## src/uswc_pkg.sv

```systemverilog
package uswc_pkg;

    localparam int MAX_CHUNK_BYTES_DEF = 32;

    localparam int CFG_AW = 1;
    localparam int CFG_DW = 8;

    localparam logic [CFG_AW-1:0] REG_CHUNK_LEN = 1'b0;
    localparam logic [CFG_AW-1:0] REG_CHUNK_CNT = 1'b1;

    localparam logic [CFG_DW-1:0] CHUNK_LEN_RESET = 8'd0;
    localparam logic [CFG_DW-1:0] CHUNK_CNT_RESET = 8'd8;

    localparam logic [7:0] CHAR_SPACE = 8'h20;
    localparam logic [7:0] CONT_LO    = 8'h80;
    localparam logic [7:0] CONT_HI    = 8'hC0;

    typedef enum logic [3:0] {
        S_IDLE,
        S_CHECK,
        S_SCAN,
        S_LEN,
        S_BACK,
        S_EMIT,
        S_ADV,
        S_DROP,
        S_SUM
    } t_state;

    typedef struct packed {
        logic append;
        logic idx_zero;
        logic scan_step;
        logic idx_len;
        logic idx_dec;
        logic len_load;
        logic idx_inc;
        logic out_byte;
        logic out_sum;
        logic advance;
        logic drop;
        logic clear_text;
        logic eot_mode;
    } t_cmd;

    typedef struct packed {
        logic fill_gt_lim;
        logic fill_nonzero;
        logic done_lt_cnt;
        logic in_space_skip;
        logic scan_last;
        logic back_go;
        logic emit_last;
        logic drop_go;
        logic out_free;
    } t_stat;

    // utf-8 continuation byte
    function automatic logic is_cont(input logic [7:0] b);
        return (b >= CONT_LO) && (b < CONT_HI);
    endfunction

endpackage

```

## src/utf8_safe_word_chunker.sv

```systemverilog
// channel   | dir | tdata (low bit up)                                  | tuser      | tlast
// s_axis    | in  | text_byte[7:0]                                      | -          | end_of_text
// m_axis    | out | out_byte[7:0] chunk_number[15:8] chunk_end[16]      | is_summary | last_of_run
//           |     | chunks_made[24:17] zeros[31:25]                     |            |
// cfg       | in  | i_cfg_addr 0 chunk_length_limit, 1 chunk_count_limit, i_cfg_wdata
//
// a text byte that makes no cut passes accept, then the limit check
// a cut over window limit L scans the first L bytes for a space, steps back once
// per utf-8 continuation byte, emits each chunk byte as a word and drops leading
// spaces; the single read port of the window ram moves one byte per cycle
// end of text repeats the cut per waiting chunk, then one summary word
// reset is synchronous active low; the window ram is not cleared
// m_axis_tready low stalls emission; input is taken only between items
module utf8_safe_word_chunker #(
    parameter int MAX_CHUNK_BYTES = uswc_pkg::MAX_CHUNK_BYTES_DEF
) (
    input  logic                        i_clk,
    input  logic                        i_rst_n,
    input  logic                        i_cfg_we,
    input  logic [uswc_pkg::CFG_AW-1:0] i_cfg_addr,
    input  logic [uswc_pkg::CFG_DW-1:0] i_cfg_wdata,
    input  logic                        s_axis_tvalid,
    output logic                        s_axis_tready,
    input  logic [7:0]                  s_axis_tdata,  // text_byte
    input  logic                        s_axis_tlast,  // end_of_text
    output logic                        m_axis_tvalid,
    input  logic                        m_axis_tready,
    output logic [31:0]                 m_axis_tdata,  // out_byte, chunk_number, chunk_end, chunks_made
    output logic                        m_axis_tuser,  // is_summary
    output logic                        m_axis_tlast   // last_of_run
);

    import uswc_pkg::*;

    t_cmd       cmd;
    t_stat      stat;
    logic [7:0] out_byte;
    logic [7:0] out_num;
    logic       out_end;
    logic [7:0] out_made;

    uswc_ctrl u_ctrl (
        .i_clk      (i_clk),
        .i_rst_n    (i_rst_n),
        .i_in_valid (s_axis_tvalid),
        .i_in_eot   (s_axis_tlast),
        .o_in_ready (s_axis_tready),
        .i_stat     (stat),
        .o_cmd      (cmd)
    );

    uswc_dp #(
        .MAX_CHUNK_BYTES (MAX_CHUNK_BYTES)
    ) u_dp (
        .i_clk       (i_clk),
        .i_rst_n     (i_rst_n),
        .i_cfg_we    (i_cfg_we),
        .i_cfg_addr  (i_cfg_addr),
        .i_cfg_wdata (i_cfg_wdata),
        .i_in_byte   (s_axis_tdata),
        .i_cmd       (cmd),
        .o_stat      (stat),
        .i_out_ready (m_axis_tready),
        .o_out_valid (m_axis_tvalid),
        .o_out_byte  (out_byte),
        .o_out_num   (out_num),
        .o_out_end   (out_end),
        .o_out_sum   (m_axis_tuser),
        .o_out_made  (out_made),
        .o_out_last  (m_axis_tlast)
    );

    assign m_axis_tdata = {7'd0, out_made, out_end, out_num, out_byte};

`ifndef ASSERT_OFF
    // a waiting word is never overwritten
    a_no_overwrite: assert property (@(posedge i_clk) disable iff (!i_rst_n)
        (cmd.out_byte || cmd.out_sum) |-> stat.out_free)
        else $error("output word overwritten");

    // nothing is emitted while input is open
    a_idle_quiet: assert property (@(posedge i_clk) disable iff (!i_rst_n)
        s_axis_tready |-> !(cmd.out_byte || cmd.out_sum || cmd.advance))
        else $error("emission while accepting input");

    // window is empty after the end report
    a_sum_clears: assert property (@(posedge i_clk) disable iff (!i_rst_n)
        cmd.out_sum |=> !stat.fill_nonzero)
        else $error("window not cleared after summary");

    // only one source writes the window or the output at a time
    a_one_source: assert property (@(posedge i_clk) disable iff (!i_rst_n)
        $onehot0({cmd.append, cmd.out_byte, cmd.out_sum}))
        else $error("conflicting commands");
`endif

endmodule

```

## src/uswc_ram.sv

```systemverilog
module uswc_ram #(
    parameter int WIDTH = 8,
    parameter int DEPTH = 64
) (
    input  logic                     i_clk,
    input  logic                     i_we,
    input  logic [$clog2(DEPTH)-1:0] i_waddr,
    input  logic [WIDTH-1:0]         i_wdata,
    input  logic [$clog2(DEPTH)-1:0] i_raddr,
    output logic [WIDTH-1:0]         o_rdata
);

    logic [WIDTH-1:0] r_mem [DEPTH];
    logic [WIDTH-1:0] r_rdata;

    always_ff @(posedge i_clk) begin
        if (i_we) begin
            r_mem[i_waddr] <= i_wdata;
        end
        r_rdata <= r_mem[i_raddr];
    end

    assign o_rdata = r_rdata;

endmodule

```

## src/uswc_dp.sv

```systemverilog
module uswc_dp #(
    parameter int MAX_CHUNK_BYTES = uswc_pkg::MAX_CHUNK_BYTES_DEF
) (
    input  logic                        i_clk,
    input  logic                        i_rst_n,
    input  logic                        i_cfg_we,
    input  logic [uswc_pkg::CFG_AW-1:0] i_cfg_addr,
    input  logic [uswc_pkg::CFG_DW-1:0] i_cfg_wdata,
    input  logic [7:0]                  i_in_byte,
    input  uswc_pkg::t_cmd              i_cmd,
    output uswc_pkg::t_stat             o_stat,
    input  logic                        i_out_ready,
    output logic                        o_out_valid,
    output logic [7:0]                  o_out_byte,
    output logic [7:0]                  o_out_num,
    output logic                        o_out_end,
    output logic                        o_out_sum,
    output logic [7:0]                  o_out_made,
    output logic                        o_out_last
);

    import uswc_pkg::*;

    localparam int FW    = $clog2(MAX_CHUNK_BYTES + 2);
    localparam int AW    = $clog2(MAX_CHUNK_BYTES + 1);
    localparam int DEPTH = 1 << AW;

    localparam logic [FW-1:0] CAP  = FW'(MAX_CHUNK_BYTES + 1);
    localparam logic [FW-1:0] MAXB = FW'(MAX_CHUNK_BYTES);
    localparam logic [7:0]    MAX8 = 8'(MAX_CHUNK_BYTES);

    logic [CFG_DW-1:0] r_len_cfg;
    logic [CFG_DW-1:0] r_cnt_cfg;

    logic [AW-1:0] r_head, n_head;
    logic [FW-1:0] r_fill, n_fill;
    logic [7:0]    r_done, n_done;
    logic [FW-1:0] r_idx, n_idx;
    logic [FW-1:0] r_space, n_space;
    logic [FW-1:0] r_len, n_len;

    logic          r_out_valid;
    logic [7:0]    r_out_byte;
    logic [7:0]    r_out_num;
    logic          r_out_end;
    logic          r_out_sum;
    logic [7:0]    r_out_made;
    logic          r_out_last;

    logic [FW-1:0] lim;
    logic [FW-1:0] n_win;
    logic [7:0]    done_inc;
    logic          wr_en;
    logic [AW-1:0] wr_addr;
    logic [AW-1:0] rd_addr;
    logic [7:0]    rd_data;

    // window ring buffer, head is chunk start
    uswc_ram #(
        .WIDTH (8),
        .DEPTH (DEPTH)
    ) u_win (
        .i_clk   (i_clk),
        .i_we    (wr_en),
        .i_waddr (wr_addr),
        .i_wdata (i_in_byte),
        .i_raddr (rd_addr),
        .o_rdata (rd_data)
    );

    assign lim = ((r_len_cfg == '0) || (r_len_cfg > MAX8)) ? MAXB : r_len_cfg[FW-1:0];
    assign n_win    = (r_fill < lim) ? r_fill : lim;
    assign done_inc = r_done + 8'd1;
    assign wr_addr  = r_head + AW'(r_fill);
    // read address follows next index so data lines up with the index register
    assign rd_addr  = n_head + AW'(n_idx);

    always_comb begin
        n_head  = r_head;
        n_fill  = r_fill;
        n_done  = r_done;
        n_idx   = r_idx;
        n_space = r_space;
        n_len   = r_len;
        wr_en   = 1'b0;
        if (i_cmd.append && (r_fill < CAP)) begin
            wr_en  = 1'b1;
            n_fill = r_fill + FW'(1);
        end
        if (i_cmd.idx_zero) begin
            n_idx   = '0;
            n_space = '0;
        end
        if (i_cmd.scan_step) begin
            if (rd_data == CHAR_SPACE) begin
                n_space = r_idx;
            end
            n_idx = r_idx + FW'(1);
        end
        if (i_cmd.idx_len) begin
            // a space at position 0 does not move the cut
            n_idx = ((r_fill > lim) && (r_space != '0)) ? r_space : n_win;
        end
        if (i_cmd.idx_dec) begin
            n_idx = r_idx - FW'(1);
        end
        if (i_cmd.len_load) begin
            n_len = (r_idx == '0) ? FW'(1) : r_idx;
            n_idx = '0;
        end
        if (i_cmd.idx_inc) begin
            n_idx = r_idx + FW'(1);
        end
        if (i_cmd.advance) begin
            n_head = r_head + AW'(r_len);
            n_fill = r_fill - r_len;
            n_done = done_inc;
            n_idx  = '0;
            if (done_inc >= r_cnt_cfg) begin
                n_fill = '0;
            end
        end
        if (i_cmd.drop) begin
            n_head = r_head + AW'(1);
            n_fill = r_fill - FW'(1);
        end
        if (i_cmd.clear_text) begin
            n_fill = '0;
            n_done = '0;
        end
    end

    always_ff @(posedge i_clk) begin
        if (!i_rst_n) begin
            r_len_cfg <= CHUNK_LEN_RESET;
            r_cnt_cfg <= CHUNK_CNT_RESET;
        end else if (i_cfg_we) begin
            unique case (i_cfg_addr)
                REG_CHUNK_LEN: r_len_cfg <= i_cfg_wdata;
                REG_CHUNK_CNT: r_cnt_cfg <= i_cfg_wdata;
                default: ;
            endcase
        end
    end

    always_ff @(posedge i_clk) begin
        if (!i_rst_n) begin
            r_head <= '0;
            r_fill <= '0;
            r_done <= '0;
        end else begin
            r_head <= n_head;
            r_fill <= n_fill;
            r_done <= n_done;
        end
    end

    always_ff @(posedge i_clk) begin
        r_idx   <= n_idx;
        r_space <= n_space;
        r_len   <= n_len;
    end

    always_ff @(posedge i_clk) begin
        if (!i_rst_n) begin
            r_out_valid <= 1'b0;
        end else if (i_cmd.out_byte || i_cmd.out_sum) begin
            r_out_valid <= 1'b1;
        end else if (i_out_ready) begin
            r_out_valid <= 1'b0;
        end
    end

    always_ff @(posedge i_clk) begin
        if (i_cmd.out_byte) begin
            r_out_byte <= rd_data;
            r_out_num  <= r_done;
            r_out_end  <= o_stat.emit_last;
            r_out_sum  <= 1'b0;
            r_out_made <= '0;
            r_out_last <= o_stat.emit_last && !i_cmd.eot_mode;
        end else if (i_cmd.out_sum) begin
            r_out_byte <= '0;
            r_out_num  <= '0;
            r_out_end  <= 1'b0;
            r_out_sum  <= 1'b1;
            r_out_made <= r_done;
            r_out_last <= 1'b1;
        end
    end

    always_comb begin
        o_stat.fill_gt_lim   = r_fill > lim;
        o_stat.fill_nonzero  = r_fill != '0;
        o_stat.done_lt_cnt   = r_done < r_cnt_cfg;
        o_stat.in_space_skip = (r_fill == '0) && (i_in_byte == CHAR_SPACE);
        o_stat.scan_last     = r_idx == (n_win - FW'(1));
        o_stat.back_go       = (r_idx != '0) && (r_idx < r_fill) && is_cont(rd_data);
        o_stat.emit_last     = r_idx == (r_len - FW'(1));
        o_stat.drop_go       = (r_fill != '0) && (rd_data == CHAR_SPACE);
        o_stat.out_free      = !r_out_valid || i_out_ready;
    end

    assign o_out_valid = r_out_valid;
    assign o_out_byte  = r_out_byte;
    assign o_out_num   = r_out_num;
    assign o_out_end   = r_out_end;
    assign o_out_sum   = r_out_sum;
    assign o_out_made  = r_out_made;
    assign o_out_last  = r_out_last;

endmodule

```

## src/uswc_ctrl.sv

```systemverilog
module uswc_ctrl (
    input  logic            i_clk,
    input  logic            i_rst_n,
    input  logic            i_in_valid,
    input  logic            i_in_eot,
    output logic            o_in_ready,
    input  uswc_pkg::t_stat i_stat,
    output uswc_pkg::t_cmd  o_cmd
);

    import uswc_pkg::*;

    t_state r_state, n_state;
    logic   r_eot, n_eot;
    logic   in_acc;

    assign in_acc     = (r_state == S_IDLE) && i_in_valid;
    assign o_in_ready = r_state == S_IDLE;
    assign n_eot      = in_acc ? i_in_eot : r_eot;

    always_ff @(posedge i_clk) begin
        if (!i_rst_n) begin
            r_state <= S_IDLE;
            r_eot   <= 1'b0;
        end else begin
            r_state <= n_state;
            r_eot   <= n_eot;
        end
    end

    // next state
    always_comb begin
        n_state = r_state;
        unique case (r_state)
            S_IDLE: begin
                if (in_acc) begin
                    if (i_in_eot) begin
                        n_state = S_CHECK;
                    end else if (i_stat.done_lt_cnt && !i_stat.in_space_skip) begin
                        n_state = S_CHECK;
                    end
                end
            end
            S_CHECK: begin
                if (r_eot ? (i_stat.fill_nonzero && i_stat.done_lt_cnt)
                          : i_stat.fill_gt_lim) begin
                    n_state = i_stat.fill_gt_lim ? S_SCAN : S_LEN;
                end else begin
                    n_state = r_eot ? S_SUM : S_IDLE;
                end
            end
            S_SCAN: begin
                if (i_stat.scan_last) begin
                    n_state = S_LEN;
                end
            end
            S_LEN: begin
                n_state = S_BACK;
            end
            S_BACK: begin
                if (!i_stat.back_go) begin
                    n_state = S_EMIT;
                end
            end
            S_EMIT: begin
                if (i_stat.out_free && i_stat.emit_last) begin
                    n_state = S_ADV;
                end
            end
            S_ADV: begin
                n_state = S_DROP;
            end
            S_DROP: begin
                if (!i_stat.drop_go) begin
                    n_state = r_eot ? S_CHECK : S_IDLE;
                end
            end
            S_SUM: begin
                if (i_stat.out_free) begin
                    n_state = S_IDLE;
                end
            end
            default: n_state = S_IDLE;
        endcase
    end

    // commands
    always_comb begin
        o_cmd          = '0;
        o_cmd.eot_mode = r_eot;
        unique case (r_state)
            S_IDLE: begin
                o_cmd.append = in_acc && !i_in_eot && i_stat.done_lt_cnt
                               && !i_stat.in_space_skip;
            end
            S_CHECK: begin
                o_cmd.idx_zero = 1'b1;
            end
            S_SCAN: begin
                o_cmd.scan_step = 1'b1;
            end
            S_LEN: begin
                o_cmd.idx_len = 1'b1;
            end
            S_BACK: begin
                o_cmd.idx_dec  = i_stat.back_go;
                o_cmd.len_load = !i_stat.back_go;
            end
            S_EMIT: begin
                o_cmd.out_byte = i_stat.out_free;
                o_cmd.idx_inc  = i_stat.out_free && !i_stat.emit_last;
            end
            S_ADV: begin
                o_cmd.advance = 1'b1;
            end
            S_DROP: begin
                o_cmd.drop = i_stat.drop_go;
            end
            S_SUM: begin
                o_cmd.out_sum    = i_stat.out_free;
                o_cmd.clear_text = i_stat.out_free;
            end
            default: ;
        endcase
    end

endmodule
```

## config.mk

```make
export PLATFORM = sky130hd
export DESIGN_NAME = utf8_safe_word_chunker
export DESIGN_NICKNAME = d
export VERILOG_FILES = /design/src/uswc_pkg.sv /design/src/utf8_safe_word_chunker.sv /design/src/uswc_ram.sv /design/src/uswc_dp.sv /design/src/uswc_ctrl.sv
export SDC_FILE = /design/constraint.sdc
export NUM_CORES = 1
export LEC_CHECK = 0
export BUFFER_PORTS_ARGS = -buffer_cell sky130_fd_sc_hd__buf_2
export CAP_MARGIN = 25
export CELL_PAD_IN_SITES_DETAIL_PLACEMENT = 0
export CELL_PAD_IN_SITES_GLOBAL_PLACEMENT = 1
export CORE_ASPECT_RATIO = 0.9
export CORE_MARGIN = 2
export CORE_UTILIZATION = 25
export DETAILED_ROUTE_END_ITERATION = 8
export PLACE_DENSITY = 0.42
export REMOVE_ABC_BUFFERS = 1
export SLEW_MARGIN = 5
export SYNTH_ARGS = -nofsm -noshare
export SYNTH_HDL_FRONTEND = slang
export SYNTH_SLANG_ARGS = --single-unit
```

## constraint.sdc

```tcl
create_clock -name i_clk -period 6.95 [get_ports i_clk]
set_clock_uncertainty 0.1 [all_clocks]
set_input_delay 1.0425 -clock i_clk [delete_from_list [all_inputs] [get_ports i_clk]]
set_output_delay 1.0425 -clock i_clk [all_outputs]
set_load 0.05 [all_outputs]
```

# After elaboration in Yosys (flattened, before gate mapping)
# Memory sizes are Yosys's and may differ from the RTL's. A register that Yosys moved wholly into a read port is not among the register bits.
# Index checks and enable logic that the tools add are counted.
[op_classes] add_sub_neg=12 magnitude_cmp=9 n_eq_ne=19 n_mux=54 n_bitwise=2 reduce_logical=39
[ops] cell="2-to-1 mux 6 bit" count=19
[ops] cell="2-to-1 mux 4 bit" count=10
[ops] cell="one-hot mux 4 bit (9 select lines)" count=1
[ops] cell="2-to-1 mux 8 bit" count=3
[ops] cell="subtractor 6 x 1 -> 6 bit (second input constant)" count=4
[ops] cell="2-to-1 mux 1 bit" count=19
[ops] cell="adder 6 x 1 -> 6 bit (second input constant)" count=3
[ops] cell="adder 6 bit" count=3
[ops] cell="nonzero test 6 bit" count=3
[ops] cell="equality test 4 x 3 -> 1 bit (second input constant)" count=4
[ops] cell="equality test 8 x 6 -> 1 bit (second input constant)" count=2
[ops] cell="logical AND 1 bit" count=16
[ops] cell="equality test 6 bit" count=2
[ops] cell="zero test 6 bit" count=2
[ops] cell="less-than comparator 6 bit" count=2
[ops] cell="adder 8 x 1 -> 8 bit (second input constant)" count=1
[ops] cell="equality test 4 x 2 -> 1 bit (second input constant)" count=2
[ops] cell=">= comparator 8 bit" count=1
[ops] cell=">= comparator 8 bit (second input constant)" count=1
[ops] cell="> comparator 8 x 6 -> 1 bit (second input constant)" count=1
[ops] cell="zero test 8 bit" count=1
[ops] cell="less-than comparator 8 bit" count=1
[ops] cell="less-than comparator 8 bit (second input constant)" count=1
[ops] cell="AND reduction 7 bit" count=1
[ops] cell="other kinds (17)" count=32
[totals] ff_bits=87 ram_bits=512 in_bits=23 output_inout_bits=36 wordCells=153 mem_count=1
[memory_table] memory="u_dp.u_win.r_mem" words=64 word_bits=8 rd=1 rd_ports_with_merged_regs=1 write_ports=1 line="uswc_ram.sv:13" rtl="logic [WIDTH-1:0] r_mem [DEPTH];"

# Logic depth before layout (Yosys ltp)
# Gate-level depths: netlist (run 1).
[depth] ltp_word=12 ltp_mapped=19 depth_no_buf=19

# Hierarchy
# From an unflattened synthesis (run 1), not the netlist that was laid out.
[hier_totals] hier_cells=1696 area_unflattened_um2=26515.4
[by_module_without_submodules] module="uswc_ram" instances=1 cells_each=940 area_each_um2=20166.8 seq_area_each_um2=15534.9
[by_module_without_submodules] module="uswc_dp" instances=1 cells_each=676 area_each_um2=5805.6 seq_area_each_um2=1881.8
[by_module_without_submodules] module="uswc_ctrl" instances=1 cells_each=71 area_each_um2=479.2 seq_area_each_um2=100.1
[by_module_without_submodules] module="utf8_safe_word_chunker" instances=1 cells_each=9 area_each_um2=63.8 seq_area_each_um2=0.0

# Least setup slack after synthesis (run 1)
# OpenSTA, ideal clock, no wires.
[synth_timing] path_kind="reg-to-reg" startpoint="register u_dp.r_len_cfg[0]" endpoint="register u_dp.u_win.r_rdata[0], in the netlist u_dp.u_win.o_rdata[0] (read register of u_dp.u_win.r_mem)" setup_time_ns=0.134 arrival_ns=5.779 required_ns=6.716 setup_slack_ns=0.936 stages_incl_launch_ff=18 path_buffers=2 period_less_slack_ns=6.014 cell_sequence="dfxtp_1 or4_1 o21a_1 ha_1 and4_1 o21ai_0 a31oi_1 o21ai_0 or2_2 a31oi_1 o32ai_1 a41o_1 ha_1 clkbuf_1 buf_1 mux4_2 mux4_2 mux4_2"
[synth_via] elab_chain_len=12
[synth_lines] item="from (decl)" line="uswc_dp.sv:32" rtl="logic [CFG_DW-1:0] r_len_cfg;"
[synth_lines] item="from (signal assigned)" line="uswc_dp.sv:139" rtl="REG_CHUNK_LEN: r_len_cfg <= i_cfg_wdata;"
[synth_lines] item="> comparator 8 x 6 -> 1 bit / zero test 8 bit (equally long branches)" line="uswc_dp.sv:71" rtl="assign lim = ((r_len_cfg == '0) || (r_len_cfg > MAX8)) ? MAXB : r_len_cfg[FW-1:0];"
[synth_lines] item="logical OR 1 bit" line="uswc_dp.sv:71"
[synth_lines] item="2-to-1 mux 6 bit (*)" line="uswc_dp.sv:71"
[synth_lines] item="less-than comparator 6 bit / > comparator 6 bit (equally long branches)" line="uswc_dp.sv:72, uswc_dp.sv:102"
[synth_lines] item="2-to-1 mux 6 bit / logical AND 1 bit (equally long branches)" line="uswc_dp.sv:72, uswc_dp.sv:102"
[synth_lines] item="2-to-1 mux 6 bit (*)" line="uswc_dp.sv:102" rtl="n_idx = ((r_fill > lim) && (r_space != '0)) ? r_space : n_win;"
[synth_lines] item="2-to-1 mux 6 bit (*)" line="uswc_dp.sv:100" rtl="if (i_cmd.idx_len) begin"
[synth_lines] item="2-to-1 mux 6 bit (*)" line="uswc_dp.sv:104" rtl="if (i_cmd.idx_dec) begin"
[synth_lines] item="2-to-1 mux 6 bit (*)" line="uswc_dp.sv:107" rtl="if (i_cmd.len_load) begin"
[synth_lines] item="2-to-1 mux 6 bit (*)" line="uswc_dp.sv:111" rtl="if (i_cmd.idx_inc) begin"
[synth_lines] item="2-to-1 mux 6 bit (*)" line="uswc_dp.sv:114" rtl="if (i_cmd.advance) begin"
[synth_lines] item="net u_dp.n_idx[0]" line="uswc_dp.sv:38" rtl="logic [FW-1:0] r_idx, n_idx;"
[synth_lines] item="adder 6 bit (*)" line="uswc_dp.sv:76" rtl="assign rd_addr = n_head + AW'(n_idx);"
[synth_lines] item="to (decl)" line="uswc_ram.sv:14" rtl="logic [WIDTH-1:0] r_rdata;"
# The timed path passes the listed nets; every way through them passes the cells marked *.
# A chain may end at the register's enable or synchronous reset.

# Final worst setup path (run 1)
[layout_timing] startpoint="register u_dp.r_len_cfg[0]" endpoint="register u_dp.u_win.r_rdata[2], in the netlist u_dp.u_win.o_rdata[2] (read register of u_dp.u_win.r_mem)"
# Same word-level chain as after synthesis.

==> impl_metrics.yaml, run 1 <==
status:
  status: "finished, final reports clean"
routing:
  ant_nets: 0
  firstDrtPassIters: 5
  viasPerCell: 4.66
  drt_wl_total_mm: 76.6
  dr.first_iter.drc_count: 1182
  vias: 14500
  avgRoutedWirePerCell_um: 24.6
  drc: 0
synth:
  async_flop_share_pct: 0
  syn_area_um2: 26100
  ys_ff_latch: 607
  ys_seq_area_share_pct: 67.0
  synth_edf_count: 536
  syn_inst: 1557
  ys.flop_type: "edfxtp_1"
  synthDistinctLibCells: 73
  synth.avg_cell_area_um2: 16.8
  ys_warn_count: 0
setup_path:
  path_depth: 19
  startpoint_type: "flop"
  arrival_ns: 7.00
  cp_num_buf_inv: 3
  cp_top_family: "compound AO/OA/AOI/OAI gates"
  cp_max_fo: 40
  path_cells: "or4_1 -> o21a_1 -> ha_1 -> and4_1 -> o21ai_0 -> a31oi_2 -> o21ai_0 -> nand2_1 -> a31oi_1 -> o32ai_1 -> a41o_1 -> ha_4 -> inv_1 -> fa_4 -> buf_4 -> buf_12 -> mux4_2 -> mux4_2 -> mux4_2"
  worst-endpoint-required_ns: 7.35
  cp_common_cell: "mux4_2"
  r2r_cells: 19
  crit_type: "reg2reg"
  endpoint_kind: "flop"
  slowest_stage: "fa_4"
  max_stage_delay_ns: 0.76
timing:
  period_minus_slack_ns: 6.60
  min_period_over_period_pct: 94.9
  drv_slew: 0
  rsz0062_at_grt: "no"
  finalSetupViolCount: 0
  slew_headroom_pct: 28.5
  fmaxAchievable_mhz: 152
  whs_ns: 0.349
  tightest_slew_ns: 1.07
  finalHoldViolations: 0
floorplanning:
  io-pin-count: 59
  rows: 112
  coreArea_um2: 104000
  die_w_um: 345
  initial_core_util_pct: 25.2
  die_y_um: 311
  dieArea_um2: 107000
pwr:
  max-vdd-ir-drop_mv: 0.188
  p_leak_nw: 10.1
  powerDensity_nw_per_um2: 365
layout:
  design_area_um2: 30900
  register_area_um2: 17500
  n_fill_cell: 10300
  multiInputGateArea_um2: 8210
  layout.nets: 1772
  diodes: 0
  drive_above_1_share_pct: 24.5
  area_delta_synth_final_pct: 18.2
cts:
  cts.clk_slew.worst_paths_ns: 0.05
  post-cts-setup-buffers: 0
  ctsHoldBuffers: 0
  clk_path_buf_depth: 3
  clock-sinks: 607
  cts_tree: "done"
  clk_latency_ns: 0.63
  cts_htree_levels: 3
  numCtsBuffers: 72
  root_buffer: "clkbuf_16"
  cts_resized: 0
global_route:
  overflow: 0
  grt_pass1_wl_mm: 110
  antenna_found_initial: 1
  grt_pass1_vias: 15000
  grt_max_degree: 65
  track_usage_pct: 14.3
hold_path:
  min_path_type: "reg2reg"
  hold_path_depth: 2
placement:
  placed_area_um2: 28600
  dpl.hpwl_mm: 50.2
  place.gp.congestion: 0.754
  portBuffers: 51
job:
  maxCapViolations: 0
## worst paths after layout
check | startpoint | endpoint | slack, ns
setup reg to reg | u_dp.r_len_cfg[0]$_SDFFE_PN0P_ | u_dp.u_win.o_rdata[2]$_DFF_P_ | 0.35
setup / recovery | u_dp.r_len_cfg[0]$_SDFFE_PN0P_ | u_dp.u_win.o_rdata[2]$_DFF_P_ | 0.35
hold reg to reg | u_dp.o_out_sum$_SDFFE_PP0P_ | u_dp.o_out_sum$_SDFFE_PP0P_ | 0.35
hold / removal | u_dp.o_out_sum$_SDFFE_PP0P_ | u_dp.o_out_sum$_SDFFE_PP0P_ | 0.35
## logic make-up after synthesis
family / count (synthesis) / share of synthesized area (%)
compound gates: 177 / 4.37
flops: 607 / 67.0
simple gates: 347 / 6.43
mux: 189 / 15.3
xor+xnor: 56 / 2.01
buf+inv: 120 / 1.92
other cells: 1 / 0.0143
fa+ha+maj: 60 / 2.99
## through the flow
step / std cells / power [mW] / utilization, % / setup TNS [ns] / setup WS, ns
floorplan: 1485 / 6.69 / - / -23.10 / -2.89
global placement: 2969 / 7.68 / 27.4 / 0 / 0.374
detailed placement: 2980 / 7.68 / 27.5 / 0 / 0.295
CTS: 3110 / 11.5 / 29.8 / 0 / 0.264
global route: 3113 / 11.8 / 29.8 / 0 / 0.134
finish: 3113 / 11.3 / 29.8 / 0 / 0.355
## cell type report
class | count | share of cell area (%)
Clock buffer | 85 | 6.05
Clock inverter | 45 | 1.47
Inverter | 42 | 0.510
Multi-Input combinational cell | 836 | 26.6
Sequential cell | 607 | 56.7
Tap cell | 1368 | 5.54
Timing Repair Buffer | 130 | 3.21
## flip-flops by register name, summed over array words and instances (netlist names), 8 cells and up
register,cells
u_dp.o_out_num,8
u_dp.r_len_cfg,8
u_dp.o_out_byte,8
u_dp.u_win.r_mem,512
u_dp.r_done,8
u_dp.r_cnt_cfg,8
u_dp.o_out_made,8
u_dp.u_win.o_rdata,8
## layout by cell type, fill, tap and decap left out, types with 21 or more instances in the layout
cell type	count
buf_4	61
mux4_2	168
nor3_1	22
inv_1	39
dfxtp_1	71
nor2_1	125
nand3_1	39
ha_1	55
o21ai_0	41
nand2_1	57
a21oi_1	42
buf_2	51
clkbuf_16	73
mux2i_1	21
edfxtp_1	536
and2_1	23
xnor2_1	38
## cells in the mapped netlist, types with 3 or more instances
| cell type | n | area, um2 |
|---|---|---|
| edfxtp_1 | 536 | 16100 |
| mux4_2 | 168 | 3780 |
| nor2_1 | 125 | 469 |
| dfxtp_1 | 71 | 1420 |
| nand2_1 | 57 | 214 |
| ha_1 | 56 | 701 |
| clkbuf_1 | 53 | 199 |
| a21oi_1 | 42 | 210 |
| o21ai_0 | 41 | 205 |
| xnor2_1 | 40 | 350 |
| inv_1 | 39 | 146 |
| nand3_1 | 39 | 195 |
| and2_1 | 23 | 144 |
| nor3_1 | 23 | 115 |
| mux2i_1 | 21 | 210 |
| nor2b_1 | 16 | 100 |
| a21o_1 | 13 | 97.6 |
| a31oi_1 | 13 | 81.3 |
| xor2_1 | 13 | 114 |
| buf_1 | 11 | 41.3 |
| buf_4 | 11 | 82.6 |
| nand2b_1 | 11 | 68.8 |
| a21boi_0 | 10 | 75.1 |
| and3_1 | 9 | 56.3 |
| nand4_1 | 8 | 50.1 |
| o21a_1 | 8 | 60.1 |
| a211oi_1 | 7 | 52.6 |
| nor4_1 | 7 | 43.8 |
| or2_2 | 7 | 43.8 |
| fa_1 | 4 | 80.1 |
| o2111ai_1 | 4 | 35.0 |
| o21bai_1 | 4 | 30.0 |
| o31ai_1 | 4 | 30.0 |
| or3_1 | 4 | 25.0 |
| a221oi_1 | 3 | 26.3 |
| o211ai_1 | 3 | 22.5 |
| o22ai_1 | 3 | 18.8 |
| o32ai_1 | 3 | 26.3 |
| or4_1 | 3 | 22.5 |
## per-layer routing
metal | global-route usage, % | share of wire [%]
met5 | 0 | 0.017
met4 | 3.13 | 1.8
met3 | 2.77 | 4.3
met2 | 22.2 | 47
met1 | 20.7 | 47
## tightest hold or removal path: stages, from the launching register on
cell and delay (ns):
dfxtp_1 0.30, inv_1 0.05, a21oi_1 0.05
## power by group
group | total (mW) | leakage, nW | switching, mW | internal (mW)
clock network | 3.75 | 1.13 | 1.55 | 2.20
logic | 3.28 | 3.62 | 1.76 | 1.52
registers | 4.24 | 5.39 | 0.159 | 4.08
total | 11.3 | 10.1 | 3.47 | 7.80
No activity file was read; power rests on OpenSTA's default activity.
==> inputs of run 2 (changes only) <==
--- a/config.mk
+++ b/config.mk
@@ -6,14 +6,15 @@
 export NUM_CORES = 1
 export LEC_CHECK = 0
 export BUFFER_PORTS_ARGS = -buffer_cell sky130_fd_sc_hd__buf_2
-export CAP_MARGIN = 25
+export CAP_MARGIN = 15
 export CELL_PAD_IN_SITES_DETAIL_PLACEMENT = 0
 export CELL_PAD_IN_SITES_GLOBAL_PLACEMENT = 1
 export CORE_ASPECT_RATIO = 0.9
 export CORE_MARGIN = 2
-export CORE_UTILIZATION = 25
+export CORE_UTILIZATION = 54
 export DETAILED_ROUTE_END_ITERATION = 8
-export PLACE_DENSITY = 0.42
+export PLACE_DENSITY = 0.78
+export RECOVER_POWER = 50
 export REMOVE_ABC_BUFFERS = 1
 export SLEW_MARGIN = 5
 export SYNTH_ARGS = -nofsm -noshare
==> run 2 against run 1 <==
  * The run now ends with capacitance limit, slew limit left
  * Non-clock buffer count decreased by 44
  * Clock power down 10%
  * Largest power group unchanged
  * Flip-flop and latch count did not move
  * Highest routed layer unchanged
  * Via count about the same
==> impl_metrics.yaml, run 2 (same netlist as run 1, synthesis figures left out) <==
timing:
  drv_slew: 484
  finalSetupViolCount: 0
  slew_headroom_pct: -94.1
  min_period_over_period_pct: 95.5
  period_minus_slack_ns: 6.64
  fmaxAchievable_mhz: 151
  whs_ns: 0.351
  tightest_slew_ns: 2.91
  finalHoldViolations: 0
  rsz0062_at_grt: "no"
global_route:
  grt_pass1_vias: 14000
  grt_pass1_wl_mm: 93.6
  track_usage_pct: 25.8
  overflow: 0
  grt_max_degree: 66
  antenna_found_initial: 4
setup_path:
  cp_num_buf_inv: 2
  worst-endpoint-required_ns: 7.34
  arrival_ns: 7.03
  cp_max_fo: 21
  endpoint_kind: "flop"
  path_depth: 18
  path_cells: "or4_1 -> o21a_1 -> ha_1 -> and4_1 -> o21ai_0 -> a31oi_1 -> o21ai_0 -> nand2_1 -> a31oi_1 -> o32ai_1 -> a41o_1 -> ha_4 -> inv_1 -> fa_4 -> buf_4 -> mux4_2 -> mux4_2 -> mux4_2"
  crit_type: "reg2reg"
  cp_common_cell: "mux4_2"
  r2r_start: "u_dp.r_len_cfg[0]$_SDFFE_PN0P_"
  startpoint: "u_dp.r_len_cfg[0]$_SDFFE_PN0P_"
  cp_top_family: "compound AO/OA/AOI/OAI gates"
  startpoint_type: "flop"
  slowest_stage: "fa_4"
  max_stage_delay_ns: 0.99
  r2r_cells: 18
layout:
  layout.nets: 1715
  regMostFlops: "u_dp.u_win.r_mem"
  design_area_um2: 29200
  stdcell_count: 2303
  drive_above_1_share_pct: 19.1
  mostFrequentLayoutCell: "edfxtp_1"
  area_delta_synth_final_pct: 11.7
  largest_reg_flops: 512
  layout_common_cells: "edfxtp_1 (536), mux4_2 (168), nor2_1 (125)"
floorplanning:
  dieArea_um2: 50200
  coreArea_um2: 47800
  die_y_um: 213
  rows: 76
  die_w_um: 236
  io-pin-count: 59
  initial_core_util_pct: 54.7
routing:
  dr.first_iter.drc_count: 1800
  viasPerCell: 6.29
  drc: 0
  drt_wl_total_mm: 63.4
  vias: 14500
  firstDrtPassIters: 6
  ant_nets: 0
  avgRoutedWirePerCell_um: 27.5
placement:
  place_inst: 2195
  portBuffers: 51
  placed_area_um2: 27200
  place.gp.congestion: 0.875
  dpl.hpwl_mm: 40.7
cts:
  clk_path_buf_depth: 3
  ctsHoldBuffers: 0
  cts_htree_levels: 2
  root_buffer: "clkbuf_16"
  post-cts-setup-buffers: 0
  numCtsBuffers: 59
  cts_resized: 0
  cts_tree: "done"
  clk_latency_ns: 0.64
  cts.clk_slew.worst_paths_ns: 0.06
  clock-sinks: 607
hold_path:
  min_path_type: "reg2reg"
  hp-start: "u_dp.o_out_sum$_SDFFE_PP0P_"
  hold_path_depth: 2
status:
  violations: "capacitance limit, slew limit"
  status: "finished, violations left"
pwr:
  powerDensity_nw_per_um2: 368
  p_int_mw: 7.56
  p_switching_mw: 3.17
  max-vdd-ir-drop_mv: 0.325
  p_leak_nw: 9.60
  finalPower_mw: 10.7
  p_seq_share_pct: 39.2
  switching_share_pct: 29.5
  p_clk_share_pct: 31.4
  p_comb_share_pct: 29.4
job:
  maxCapViolations: 8
run 2: path summary, 6_finish.rpt:
path	slack, ns	to
worst max-delay path	0.31	u_dp.u_win.o_rdata[3]$_DFF_P_
worst min register to register	0.35	u_dp.o_out_sum$_SDFFE_PP0P_
worst max register to register	0.31	u_dp.u_win.o_rdata[3]$_DFF_P_
worst min-delay path	0.35	u_dp.o_out_sum$_SDFFE_PP0P_
run 2: metrics by stage:
step / utilization [%] / worst slack, ns / TNS, ns
after CTS: 61.2 / 0.385 / 0
after global routing: 61.0 / 0.0530 / 0
after global placement: 56.9 / 0.431 / 0
after detailed placement: 56.9 / 0.409 / 0
after floorplan: - / -2.89 / -23.10
final: 61.0 / 0.313 / 0
run 2: tightest hold or removal path, delay by kind of cell (launching register included):
kind | cells | cell delay (ns)
DFF | 1 | 0.31
AOI/OAI and AO/OA | 1 | 0.05
buffers and inverters | 1 | 0.04
run 2: cell type report:
cell class | instances | area [um2]
flip-flops and latches | 607 | 17500
diodes | 1 | 2.50
clock inverters | 28 | 434
clock buffers | 79 | 1610
multi-input cells | 836 | 8190
well taps | 624 | 781
inverters | 42 | 158
repair buffers | 86 | 503
fillers | 3469 | 18600
run 2: metal layers:
metal  share of wire, %  up-vias  GRT usage (%)
li1                   -     6303              -
met1                 41     7352           36.6
met2                 47      734           40.7
met3                9.4      100           5.52
met4                2.4        2           7.64
met5               0.14        -           1.27
run 2: power by group through the flow:
stage / Sequential [mW] / Clock [mW] / Combinational (mW)
after global routing: 4.22 / 3.54 / 3.36
after CTS: 4.20 / 3.41 / 3.18
after detailed placement: 4.28 / 0 / 3.17
after global placement: 4.28 / 0 / 3.14
final: 4.21 / 3.37 / 3.16
after floorplan: 4.32 / 0 / 2.37
